--- src/rtl/core/strq_pkg.sv ---
// types and codes shared by the track-grouping request queue
package strq_pkg;

  typedef enum logic [0:0] {
    CMD_ADD  = 1'b0,
    CMD_TAKE = 1'b1
  } cmd_t;

  typedef enum logic [1:0] {
    STAT_OK    = 2'd0,
    STAT_EMPTY = 2'd1,
    STAT_FULL  = 2'd2
  } status_t;

  typedef enum logic [2:0] {
    ST_IDLE,
    ST_TAKE,
    ST_ALLOC,
    ST_PLACE,
    ST_WALK,
    ST_LINK
  } state_t;

  localparam int unsigned TRACK_W = 12;
  localparam int unsigned TAG_W   = 16;
  localparam int unsigned SEQ_W   = 32;
  localparam int unsigned COUNT_W = 6;

  typedef struct packed {
    logic [TRACK_W-1:0] track;
    logic [TAG_W-1:0]   tag;
    logic [SEQ_W-1:0]   seq;
  } entry_t;

endpackage

--- src/rtl/core/same_track_request_queue_top.sv ---
// track-grouping disk request queue: linked list held in a data memory and a link memory
// flow: a rejected item (take on empty, add on full) gives its result straight from idle.
// a take passes through TAKE; an add to the front or into an empty queue through PLACE,
// after ALLOC when the node comes off the free list. any other add walks the list one node
// per cycle through the link memory in WALK, then ends in LINK; busy is high meanwhile.
// one item at a time; the receiver cannot stall, each result is a one-cycle out_valid strobe.
// synchronous active-low reset empties the queue and clears the sequence counter.
module same_track_request_queue_top #(
  parameter int unsigned QUEUE_DEPTH = 32
) (
  input  logic                         clk,
  input  logic                         rst_n,
  input  logic                         start,
  output logic                         busy,
  input  logic                         in_command,
  input  logic [strq_pkg::TRACK_W-1:0] in_req_track,
  input  logic [strq_pkg::TAG_W-1:0]   in_req_tag,
  input  logic [strq_pkg::TRACK_W-1:0] in_head_track,
  output logic                         out_valid,
  output logic [1:0]                   out_status,
  output logic [strq_pkg::TRACK_W-1:0] out_track,
  output logic [strq_pkg::TAG_W-1:0]   out_tag,
  output logic [strq_pkg::SEQ_W-1:0]   out_sequence,
  output logic [strq_pkg::COUNT_W-1:0] out_queue_count
);

  localparam int unsigned PTR_W = (QUEUE_DEPTH > 1) ? $clog2(QUEUE_DEPTH) : 1;
  localparam int unsigned CNT_W = $clog2(QUEUE_DEPTH + 1);
  localparam int unsigned EXT_W = (CNT_W > strq_pkg::COUNT_W) ? CNT_W : strq_pkg::COUNT_W;
  localparam logic [CNT_W-1:0] DEPTH_C = CNT_W'(QUEUE_DEPTH);

  // node storage: payload and forward link, same address space
  strq_pkg::entry_t data_mem [QUEUE_DEPTH];
  logic [PTR_W-1:0] link_mem [QUEUE_DEPTH];

  // memory ports
  logic             rd_en;
  logic [PTR_W-1:0] rd_addr;
  strq_pkg::entry_t mem_rd_data_r;
  logic [PTR_W-1:0] mem_rd_link_r;
  logic             dwr_en;
  logic [PTR_W-1:0] dwr_addr;
  strq_pkg::entry_t dwr_data;
  logic             lwr_en;
  logic [PTR_W-1:0] lwr_addr;
  logic [PTR_W-1:0] lwr_data;

  // control state
  strq_pkg::state_t state_r, state_nxt;
  logic [CNT_W-1:0] count_r, count_nxt;
  // nodes below fill_r have been handed out at least once; once all have, nodes come off the free list
  logic [CNT_W-1:0] fill_r, fill_nxt;
  logic [strq_pkg::SEQ_W-1:0] seq_r, seq_nxt;
  logic [PTR_W-1:0] head_r, head_nxt;
  logic [PTR_W-1:0] tail_r, tail_nxt;
  logic [PTR_W-1:0] free_r, free_nxt;

  // per-item working registers
  logic [PTR_W-1:0] new_r, new_nxt;
  logic [PTR_W-1:0] cur_r, cur_nxt;
  logic [PTR_W-1:0] prev_r, prev_nxt;
  logic             match_r, match_nxt;
  logic [PTR_W-1:0] q_r, q_nxt;
  logic [strq_pkg::TRACK_W-1:0] trk_r, trk_nxt;
  logic [strq_pkg::TAG_W-1:0]   tag_r, tag_nxt;
  logic [strq_pkg::TRACK_W-1:0] htrk_r, htrk_nxt;

  // result register
  logic                         out_valid_r, out_valid_nxt;
  logic [1:0]                   out_status_r, out_status_nxt;
  logic [strq_pkg::TRACK_W-1:0] out_track_r, out_track_nxt;
  logic [strq_pkg::TAG_W-1:0]   out_tag_r, out_tag_nxt;
  logic [strq_pkg::SEQ_W-1:0]   out_seq_r, out_seq_nxt;

  logic accept;
  logic is_take;
  logic is_empty;
  logic is_full;
  logic from_fill;
  logic run_ends;     // previous node matched the track, this one does not
  logic at_tail;
  logic [EXT_W-1:0] count_ext;

  assign accept    = start && !busy;
  assign is_take   = (in_command == strq_pkg::CMD_TAKE);
  assign is_empty  = (count_r == '0);
  assign is_full   = (count_r == DEPTH_C);
  assign from_fill = (fill_r < DEPTH_C);
  assign run_ends  = match_r && (mem_rd_data_r.track != trk_r);
  assign at_tail   = (cur_r == tail_r);

  // memories: one read port with registered data, one write port each
  always_ff @(posedge clk) begin
    if (rd_en) begin
      mem_rd_data_r <= data_mem[rd_addr];
      mem_rd_link_r <= link_mem[rd_addr];
    end
    if (dwr_en) begin
      data_mem[dwr_addr] <= dwr_data;
    end
    if (lwr_en) begin
      link_mem[lwr_addr] <= lwr_data;
    end
  end

  // next state
  always_comb begin
    state_nxt = state_r;
    case (state_r)
      strq_pkg::ST_IDLE: begin
        if (accept) begin
          if (is_take) begin
            if (!is_empty) state_nxt = strq_pkg::ST_TAKE;
          end else if (!is_full) begin
            state_nxt = from_fill ? strq_pkg::ST_PLACE : strq_pkg::ST_ALLOC;
          end
        end
      end
      strq_pkg::ST_TAKE:  state_nxt = strq_pkg::ST_IDLE;
      strq_pkg::ST_ALLOC: state_nxt = strq_pkg::ST_PLACE;
      strq_pkg::ST_PLACE: begin
        if (is_empty || trk_r == htrk_r) state_nxt = strq_pkg::ST_IDLE;
        else                             state_nxt = strq_pkg::ST_WALK;
      end
      strq_pkg::ST_WALK: begin
        if (run_ends || at_tail) state_nxt = strq_pkg::ST_LINK;
      end
      strq_pkg::ST_LINK:  state_nxt = strq_pkg::ST_IDLE;
      default:            state_nxt = strq_pkg::ST_IDLE;
    endcase
  end

  // datapath, memory controls and result
  always_comb begin
    count_nxt = count_r;
    fill_nxt  = fill_r;
    seq_nxt   = seq_r;
    head_nxt  = head_r;
    tail_nxt  = tail_r;
    free_nxt  = free_r;
    new_nxt   = new_r;
    cur_nxt   = cur_r;
    prev_nxt  = prev_r;
    match_nxt = match_r;
    q_nxt     = q_r;
    trk_nxt   = trk_r;
    tag_nxt   = tag_r;
    htrk_nxt  = htrk_r;

    rd_en    = 1'b0;
    rd_addr  = head_r;
    dwr_en   = 1'b0;
    dwr_addr = new_r;
    dwr_data = '{track: trk_r, tag: tag_r, seq: seq_r};
    lwr_en   = 1'b0;
    lwr_addr = new_r;
    lwr_data = head_r;

    out_valid_nxt  = 1'b0;
    out_status_nxt = strq_pkg::STAT_OK;
    out_track_nxt  = '0;
    out_tag_nxt    = tag_r;
    out_seq_nxt    = seq_r;

    case (state_r)
      strq_pkg::ST_IDLE: begin
        if (accept) begin
          trk_nxt  = in_req_track;
          tag_nxt  = in_req_tag;
          htrk_nxt = in_head_track;
          if (is_take) begin
            if (is_empty) begin
              out_valid_nxt  = 1'b1;
              out_status_nxt = strq_pkg::STAT_EMPTY;
              out_tag_nxt    = '0;
              out_seq_nxt    = '0;
            end else begin
              rd_en   = 1'b1;
              rd_addr = head_r;
            end
          end else if (is_full) begin
            out_valid_nxt  = 1'b1;
            out_status_nxt = strq_pkg::STAT_FULL;
            out_tag_nxt    = '0;
            out_seq_nxt    = '0;
          end else begin
            seq_nxt = seq_r + 1'b1;
            if (from_fill) begin
              new_nxt  = fill_r[PTR_W-1:0];
              fill_nxt = fill_r + 1'b1;
            end else begin
              // pop the free list: its next link arrives next cycle
              new_nxt = free_r;
              rd_en   = 1'b1;
              rd_addr = free_r;
            end
          end
        end
      end

      strq_pkg::ST_TAKE: begin
        // release the front node onto the free list
        out_valid_nxt = 1'b1;
        out_track_nxt = mem_rd_data_r.track;
        out_tag_nxt   = mem_rd_data_r.tag;
        out_seq_nxt   = mem_rd_data_r.seq;
        head_nxt      = mem_rd_link_r;
        lwr_en        = 1'b1;
        lwr_addr      = head_r;
        lwr_data      = free_r;
        free_nxt      = head_r;
        count_nxt     = count_r - 1'b1;
      end

      strq_pkg::ST_ALLOC: begin
        free_nxt = mem_rd_link_r;
      end

      strq_pkg::ST_PLACE: begin
        if (is_empty) begin
          dwr_en        = 1'b1;
          head_nxt      = new_r;
          tail_nxt      = new_r;
          count_nxt     = count_r + 1'b1;
          out_valid_nxt = 1'b1;
        end else if (trk_r == htrk_r) begin
          // head is on this track: new front entry
          dwr_en        = 1'b1;
          lwr_en        = 1'b1;
          lwr_addr      = new_r;
          lwr_data      = head_r;
          head_nxt      = new_r;
          count_nxt     = count_r + 1'b1;
          out_valid_nxt = 1'b1;
        end else begin
          rd_en     = 1'b1;
          rd_addr   = head_r;
          cur_nxt   = head_r;
          match_nxt = 1'b0;
        end
      end

      strq_pkg::ST_WALK: begin
        if (run_ends) begin
          // end of the first matching run: insert between prev and cur
          dwr_en   = 1'b1;
          lwr_en   = 1'b1;
          lwr_addr = new_r;
          lwr_data = cur_r;
          q_nxt    = prev_r;
        end else if (at_tail) begin
          // tail reached: either the run ends here or no run exists, append
          dwr_en   = 1'b1;
          q_nxt    = cur_r;
          tail_nxt = new_r;
        end else begin
          match_nxt = (mem_rd_data_r.track == trk_r);
          prev_nxt  = cur_r;
          cur_nxt   = mem_rd_link_r;
          rd_en     = 1'b1;
          rd_addr   = mem_rd_link_r;
        end
      end

      strq_pkg::ST_LINK: begin
        lwr_en        = 1'b1;
        lwr_addr      = q_r;
        lwr_data      = new_r;
        count_nxt     = count_r + 1'b1;
        out_valid_nxt = 1'b1;
      end

      default: begin
        out_valid_nxt = 1'b0;
      end
    endcase
  end

  // control registers
  always_ff @(posedge clk) begin
    if (!rst_n) begin
      state_r     <= strq_pkg::ST_IDLE;
      count_r     <= '0;
      fill_r      <= '0;
      seq_r       <= '0;
      out_valid_r <= 1'b0;
    end else begin
      state_r     <= state_nxt;
      count_r     <= count_nxt;
      fill_r      <= fill_nxt;
      seq_r       <= seq_nxt;
      out_valid_r <= out_valid_nxt;
    end
  end

  // pointers and payload: only meaningful once the counts say so
  always_ff @(posedge clk) begin
    head_r       <= head_nxt;
    tail_r       <= tail_nxt;
    free_r       <= free_nxt;
    new_r        <= new_nxt;
    cur_r        <= cur_nxt;
    prev_r       <= prev_nxt;
    match_r      <= match_nxt;
    q_r          <= q_nxt;
    trk_r        <= trk_nxt;
    tag_r        <= tag_nxt;
    htrk_r       <= htrk_nxt;
    out_status_r <= out_status_nxt;
    out_track_r  <= out_track_nxt;
    out_tag_r    <= out_tag_nxt;
    out_seq_r    <= out_seq_nxt;
  end

  // count is updated at the same edge the strobe rises, so it is current during the strobe
  assign count_ext       = EXT_W'(count_r);
  assign busy            = (state_r != strq_pkg::ST_IDLE);
  assign out_valid       = out_valid_r;
  assign out_status      = out_status_r;
  assign out_track       = out_track_r;
  assign out_tag         = out_tag_r;
  assign out_sequence    = out_seq_r;
  assign out_queue_count = count_ext[strq_pkg::COUNT_W-1:0];

  // occupancy never exceeds the node pool
  assert property (@(posedge clk) disable iff (!rst_n) count_r <= DEPTH_C)
    else $error("queue occupancy above depth");

  // every live node has been handed out at least once
  assert property (@(posedge clk) disable iff (!rst_n) count_r <= fill_r)
    else $error("occupancy exceeds allocated nodes");

  // a result only follows an accepted item or the end of a multi-cycle operation
  assert property (@(posedge clk) disable iff (!rst_n)
    out_valid_r |-> $past(accept) || $past(state_r != strq_pkg::ST_IDLE))
    else $error("result strobe without an item");

  // the list walk and a take only run on a non-empty queue
  assert property (@(posedge clk) disable iff (!rst_n)
    (state_r == strq_pkg::ST_WALK || state_r == strq_pkg::ST_TAKE) |-> !is_empty)
    else $error("list access on empty queue");

  // no start is taken while an item is in flight
  assert property (@(posedge clk) disable iff (!rst_n)
    (state_r != strq_pkg::ST_IDLE) |=> $stable(seq_r) || $past(state_r == strq_pkg::ST_IDLE))
    else $error("sequence counter moved mid-item");

endmodule

--- config.mk ---
export PLATFORM = sky130hd
export DESIGN_NAME = same_track_request_queue_top
export DESIGN_NICKNAME = d
export VERILOG_FILES = /design/src/rtl/core/strq_pkg.sv /design/src/rtl/core/same_track_request_queue_top.sv
export SDC_FILE = /design/constraint.sdc
export NUM_CORES = 2
export LEC_CHECK = 0
export ABC_AREA = 0
export BUFFER_PORTS_ARGS = -buffer_cell sky130_fd_sc_hd__buf_2
export CAP_MARGIN = 20
export CORE_ASPECT_RATIO = 0.8
export CORE_UTILIZATION = 35
export CTS_CLUSTER_SIZE = 40
export DETAILED_ROUTE_END_ITERATION = 16
export PLACE_DENSITY = 0.46
export SLEW_MARGIN = 40
export SYNTH_ARGS = -nofsm -noshare
export SYNTH_HDL_FRONTEND = slang
export SYNTH_SLANG_ARGS = --single-unit
--- constraint.sdc ---
create_clock -name clk -period 9.5 [get_ports clk]
set_input_delay 1.9 -clock clk [delete_from_list [all_inputs] [get_ports clk]]
set_output_delay 1.9 -clock clk [all_outputs]
set_load 0.03 [all_outputs]
# After elaboration in Yosys (flattened, before gate mapping)
# Memory sizes are Yosys's and may differ from the RTL's. A register that Yosys moved wholly into a read port is not among the register bits.
# Cells that the tools add are included.
# W data, S select, Z words.
dict set report classes {
  addsub 4
  magnitude_cmp 1
  eq_ne 21
  mux 82
  bitwise 4
  reduce_logical 24
}
# op count
set ops {}
lappend ops {{$mux W32} 4}
lappend ops {{$mux W5} 19}
lappend ops {{$mux W16} 4}
lappend ops {{$pmux W32 S2} 1}
lappend ops {{$pmux W5 S2} 6}
lappend ops {{$add A32 B1 Y32 const B} 1}
lappend ops {{$pmux W16 S2} 1}
lappend ops {{$mux W1} 29}
lappend ops {{$eq A12 B12 Y1} 2}
lappend ops {{$mux W3} 6}
lappend ops {{$pmux W6 S3} 1}
lappend ops {{$ne A2 B2 Y1 const B} 8}
lappend ops {{$pmux W5 S3} 1}
lappend ops {{$add A6 B1 Y6 const B} 2}
lappend ops {{$mux W6} 2}
lappend ops {{$ne A12 B12 Y1} 1}
lappend ops {{$pmux W3 S4} 1}
lappend ops {{$reduce_and A4 Y1} 3}
lappend ops {{$reduce_and A5 Y1} 2}
lappend ops {{$ne A3 B3 Y1 const B} 3}
lappend ops {{$pmux W1 S3} 3}
lappend ops {{$reduce_and A2 Y1} 4}
lappend ops {{$reduce_bool A2 Y1} 4}
lappend ops {{$eq A3 B2 Y1 const B} 2}
lappend ops {{17 further kinds} 26}
dict set report totals {
  ff_bits 186
  mem_bits_rw 2080
  inputBits 44
  output_inout_bits 70
  word_cells 158
  mem_count 2
}
# memory depth word_bits rd rd_clocked_by_memory_dff write_ports line
set mem_list {}
lappend mem_list {data_mem 32 60 1 1 1 same_track_request_queue_top.sv:33} ;# strq_pkg::entry_t data_mem [QUEUE_DEPTH];
lappend mem_list {link_mem 32 5 1 1 1 same_track_request_queue_top.sv:34} ;# logic [PTR_W-1:0] link_mem [QUEUE_DEPTH];

# Longest topological paths before layout
dict set report logic_depth {
  depth_word 6
  mapped_depth 14
  mapped_depth_nobuf 11
}

# Least setup slack after synthesis
# Ideal clock, no wire load.
dict set report synth_path {
  kind {register -> register}
  startpoint {register trk_r[7] (netlist name)}
  endpoint {memory data_mem[13][0] (netlist name), enable pin}
  setup_ns 0.478
  t_arrival_ns 4.809
  t_required_ns 9.022
  slack_ns 4.213
  stages_incl_launch_ff 9
  path_buffers 1
  synth_period_minus_slack_ns 5.287
  cell_sequence {edfxtp_1 > xor2_1 > nor4_1 > nand3_1 > a21oi_1 > nor2_1 > or3b_2 > clkbuf_1 > nor2_1}
}
dict set report synth_between {
  elab_chain_len 6
  word_cells_on_any_way 9
  cone_classes {eq/ne: 2; mux: 6; reduce/logical: 1}
}
# element line
set synth_lines {}
lappend synth_lines {{from (decl)} same_track_request_queue_top.sv:64} ;# logic [strq_pkg::TRACK_W-1:0] trk_r, trk_nxt;
lappend synth_lines {{from (signal assigned)} same_track_request_queue_top.sv:306} ;# trk_r <= trk_nxt;
lappend synth_lines {{$eq A12 B12 Y1 / $ne A12 B12 Y1 (equally long branches)} {same_track_request_queue_top.sv:226, same_track_request_queue_top.sv:89}}
lappend synth_lines {{$mux W1 / $logic_and A1 B1 Y1 (equally long branches)} {same_track_request_queue_top.sv:226, same_track_request_queue_top.sv:89}}
lappend synth_lines {{$mux W1 (on tied branches)} {same_track_request_queue_top.sv:220, same_track_request_queue_top.sv:244}}
lappend synth_lines {{$pmux W1 S2 (*)} same_track_request_queue_top.sv:165} ;# case (state_r)
lappend synth_lines {{$mux W1 (*)} same_track_request_queue_top.sv:98} ;# if (dwr_en) begin
lappend synth_lines {{$mux W1 (not written as such) (*)} same_track_request_queue_top.sv:99} ;# data_mem[dwr_addr] <= dwr_data;
lappend synth_lines {{to (decl)} same_track_request_queue_top.sv:33}
# Mark *: on every way between the ends. The rest lies on a longest branch, timed or not.

# Final worst setup path
dict set report layout_path {
  startpoint {register trk_r[10] (netlist name)}
  endpoint {memory data_mem[9][38] (netlist name), enable pin}
}
# The elaborated chain is that of the path after synthesis.

==> impl_metrics.py <==
metrics = {
    "status": {
        "outcome": "finished, final reports clean",
    },
    "floorplan": {
        "die_h_um": 456,
        "initial_core_util_pct": 35.2,
        "die_area_um2": 260000,
        "std_cell_rows": 166,
        "core_um2": 256000,
        "io-pin-count": 114,
        "die_x_um": 570,
    },
    "synthesis": {
        "synth_nets": 6368,
        "synth_top_area_share_pct": 73.9,
        "synth.largest_area_cell": "edfxtp_1",
        "netlist_instances": 6317,
        "synth.distinct_cells": 71,
        "synthArstFlopShare_pct": 0,
        "synth_edf_count": 2221,
        "synth_area_um2": 90300,
        "syn_avg_cell_area_um2": 14.3,
        "ys.warnings.count": 0,
        "yosys_register_bits": 2331,
        "synth_ff_type": "edfxtp_1",
        "synthTopCellsByArea": "edfxtp_1 (74%), nand2_1 (6.8%), nand3_1 (3.1%)",
        "ys_seq_area_share_pct": 76.3,
    },
    "critical_path": {
        "critPathMaxStageDelay_ps": 720,
        "cp_common_cell": "buf_4",
        "critPathLaunchType": "register",
        "timing.rr.start": "trk_r[10]$_DFFE_PP_",
        "crit_buf_inv": 3,
        "r2r-end": "data_mem[9][38]$_DFFE_PP_",
        "cp_slowest_cell": "buf_4",
        "reg2reg_slack_ps": 3850,
        "cp_top_family": "simple AND/OR/NAND/NOR gates",
        "arrival_ps": 6150,
        "crit_chain": "buf_4 > xor2_1 > nor4_1 > nand3_1 > a21oi_1 > nor2_1 > or3b_2 > nor2_4 > buf_4 > buf_4",
        "r2r_cells": 10,
        "criticalPathCategory": "reg2reg",
        "path_max_fanout": 34,
        "endpoint_kind": "register",
        "cp.required_ps": 10000,
    },
    "global_route": {
        "gr-total-overflow": 0,
        "grt_pass1_vias": 52200,
        "antenna_found_initial": 10,
        "grt_usage_pct": 21.6,
        "grt_max_degree": 159,
        "grt_pass1_wl_mm": 404,
    },
    "clock_tree": {
        "post_cts_resized": 0,
        "cts_buffers": 241,
        "clk_path_buf_depth": 4,
        "cts_tree": "done",
        "postCtsSetupRepairBufs": 0,
        "cts_max_level": 4,
        "insertion_delay_ps": 910,
        "ctsRootBufferMaster": "clkbuf_16",
        "cts.hold.buffers_added": 0,
        "path_clk_slew_ps": 60,
        "clock_sink_count": 2331,
    },
    "routing": {
        "drt.antenna.violating_nets": 0,
        "drc": 0,
        "via_count": 54600,
        "wl_per_cell_um": 28.3,
        "first_pass_iters": 7,
        "drtIter0Drc": 5897,
        "wl_mm": 287,
        "vias_per_cell": 5.39,
    },
    "timing": {
        "tightest_slew_ps": 913,
        "fin_crit_sh_pct": 59.5,
        "hold_viol": 0,
        "finalWorstSetupSlack_ps": 3850,
        "rsz0062_at_grt": "false",
        "min_period_ps": 5650,
        "skew_ps": 57.3,
        "setup_viol": 0,
        "tns_ps": 0,
        "slew_violations": 0,
        "slew_headroom_pct": 39.1,
        "fmax_mhz": 177,
    },
    "min_path": {
        "worstHoldStart": "mem_rd_data_r[38]$_DFFE_PP_",
        "hold_path_end": "out_tag[6]$_DFF_P_",
        "whs_path_depth": 1,
        "hold_class": "reg2reg",
    },
    "finish": {
        "syn2layout_area_growth_pct": 15.0,
        "final_cell_mix": "edfxtp_1 (2221), nand2_1 (1630), nand3_1 (566)",
        "layout_commonest_cell": "edfxtp_1",
        "drive_gt1_share_pct": 11.8,
        "nets": 6551,
    },
    "power": {
        "p_per_area_nw_per_um2": 322,
        "peakVddDrop_v": 0.000455,
        "leakage_nw": 35.7,
    },
    "run": {
        "max-cap-violations": 0,
    },
    "placement": {
        "hpwl_mm": 147,
        "io_buffers": 113,
        "dp_slack_ps": 3070,
        "gp_congestion": 0.795,
    },
}
==> worst max-delay path by stage <==
stage / start / to / slack (ps) / cells after the start
floorplan: trk_r[7]$_DFFE_PP_ / data_mem[13][0]$_DFFE_PP_ / 4210 / 8
CTS: trk_r[10]$_DFFE_PP_ / data_mem[9][38]$_DFFE_PP_ / 3750 / 10
detailed placement: in_command / mem_rd_data_r[21]$_DFFE_PP_ / 3070 / 13
global route: trk_r[10]$_DFFE_PP_ / data_mem[9][38]$_DFFE_PP_ / 3640 / 10
finish: trk_r[10]$_DFFE_PP_ / data_mem[9][38]$_DFFE_PP_ / 3850 / 10
global placement: in_command / mem_rd_data_r[27]$_DFFE_PP_ / 3030 / 13
==> through the flow <==
stage / hold slack [ps] / instance area, µm² / utilization [%] / total power [mW] / cells
final: 481 / 104000 / 40.5 / 33.5 / 10100
after global routing: 493 / 104000 / 40.5 / 34.9 / 10100
after CTS: 484 / 104000 / 40.5 / 33.8 / 10100
after detailed placement: 469 / 96000 / 37.5 / 24.2 / 9699
after global placement: 482 / 95300 / 37.2 / 24.0 / 9661
after floorplan: 442 / 90300 / - / 19.5 / 6317
==> kinds of logic after synthesis <==
| group | after synthesis | share of synthesized area (%) |
|---|---|---|
| AO/OA/AOI/OAI | 593 | 4.65 |
| multiplexers | 211 | 2.94 |
| adder cells (fa/ha/maj) | 7 | 0.105 |
| buffers and inverters | 398 | 2.10 |
| XOR/XNOR | 64 | 0.621 |
| AND/OR/NAND/NOR | 2713 | 13.2 |
| flip-flops | 2331 | 76.3 |
==> synth_stat cells, types with 16 or more instances <==
library cell  number
buf_1             22
dfxtp_1          110
and2_1            49
clkbuf_1         154
a221oi_1          18
mux2i_1          153
nand4_1          216
xor2_1            29
mux4_2            42
a22o_1            48
a21oi_1           23
a211oi_1          50
o211ai_1          47
buf_4             18
a32oi_1           18
and3_1            59
nor2_1           117
edfxtp_1        2221
o2111ai_1         16
o21ai_0           32
a22oi_1           22
mux2_2            16
xnor2_1           35
a31oi_1          247
nand3_1          568
buf_2            176
nand2_1         1630
==> state kept, by name, summed over array words and instances (netlist names), 6 cells and up <==
name             flops
seq_r               32
out_track           12
tag_r               16
mem_rd_data_r       60
data_mem          1920
out_sequence        32
out_queue_count      6
htrk_r              12
out_tag             16
fill_r               6
link_mem           160
trk_r               12
==> power breakdown <==
group / total [mW] / internal, mW / switching [mW]
clock: 9.55 / 5.52 / 4.03
sequential: 12.4 / 12.2 / 0.287
combinational: 11.5 / 2.95 / 8.50
total: 33.5 / 20.6 / 12.8
==> layer usage <==
metal  up-vias  routed length, µm  GRT usage (%)
li1      24100                  -              -
met1     28500             134000           32.4
met2      1727             131000           33.8
met3       313              17700           2.82
met4         0               4750           4.11
met5         -                  0              0
==> area by class of cell <==
cell class / instances / area, µm²
inverter: 15 / 56.3
tap: 3444 / 4310
antenna: 2 / 5.00
sequential: 2331 / 68900
timing repair buffer: 323 / 2920
multi-input combinational: 3588 / 19800
clock inverter: 120 / 1320
clock buffer: 316 / 6470
fill: 23600 / 152000
Power figures use the tool's default switching activity.
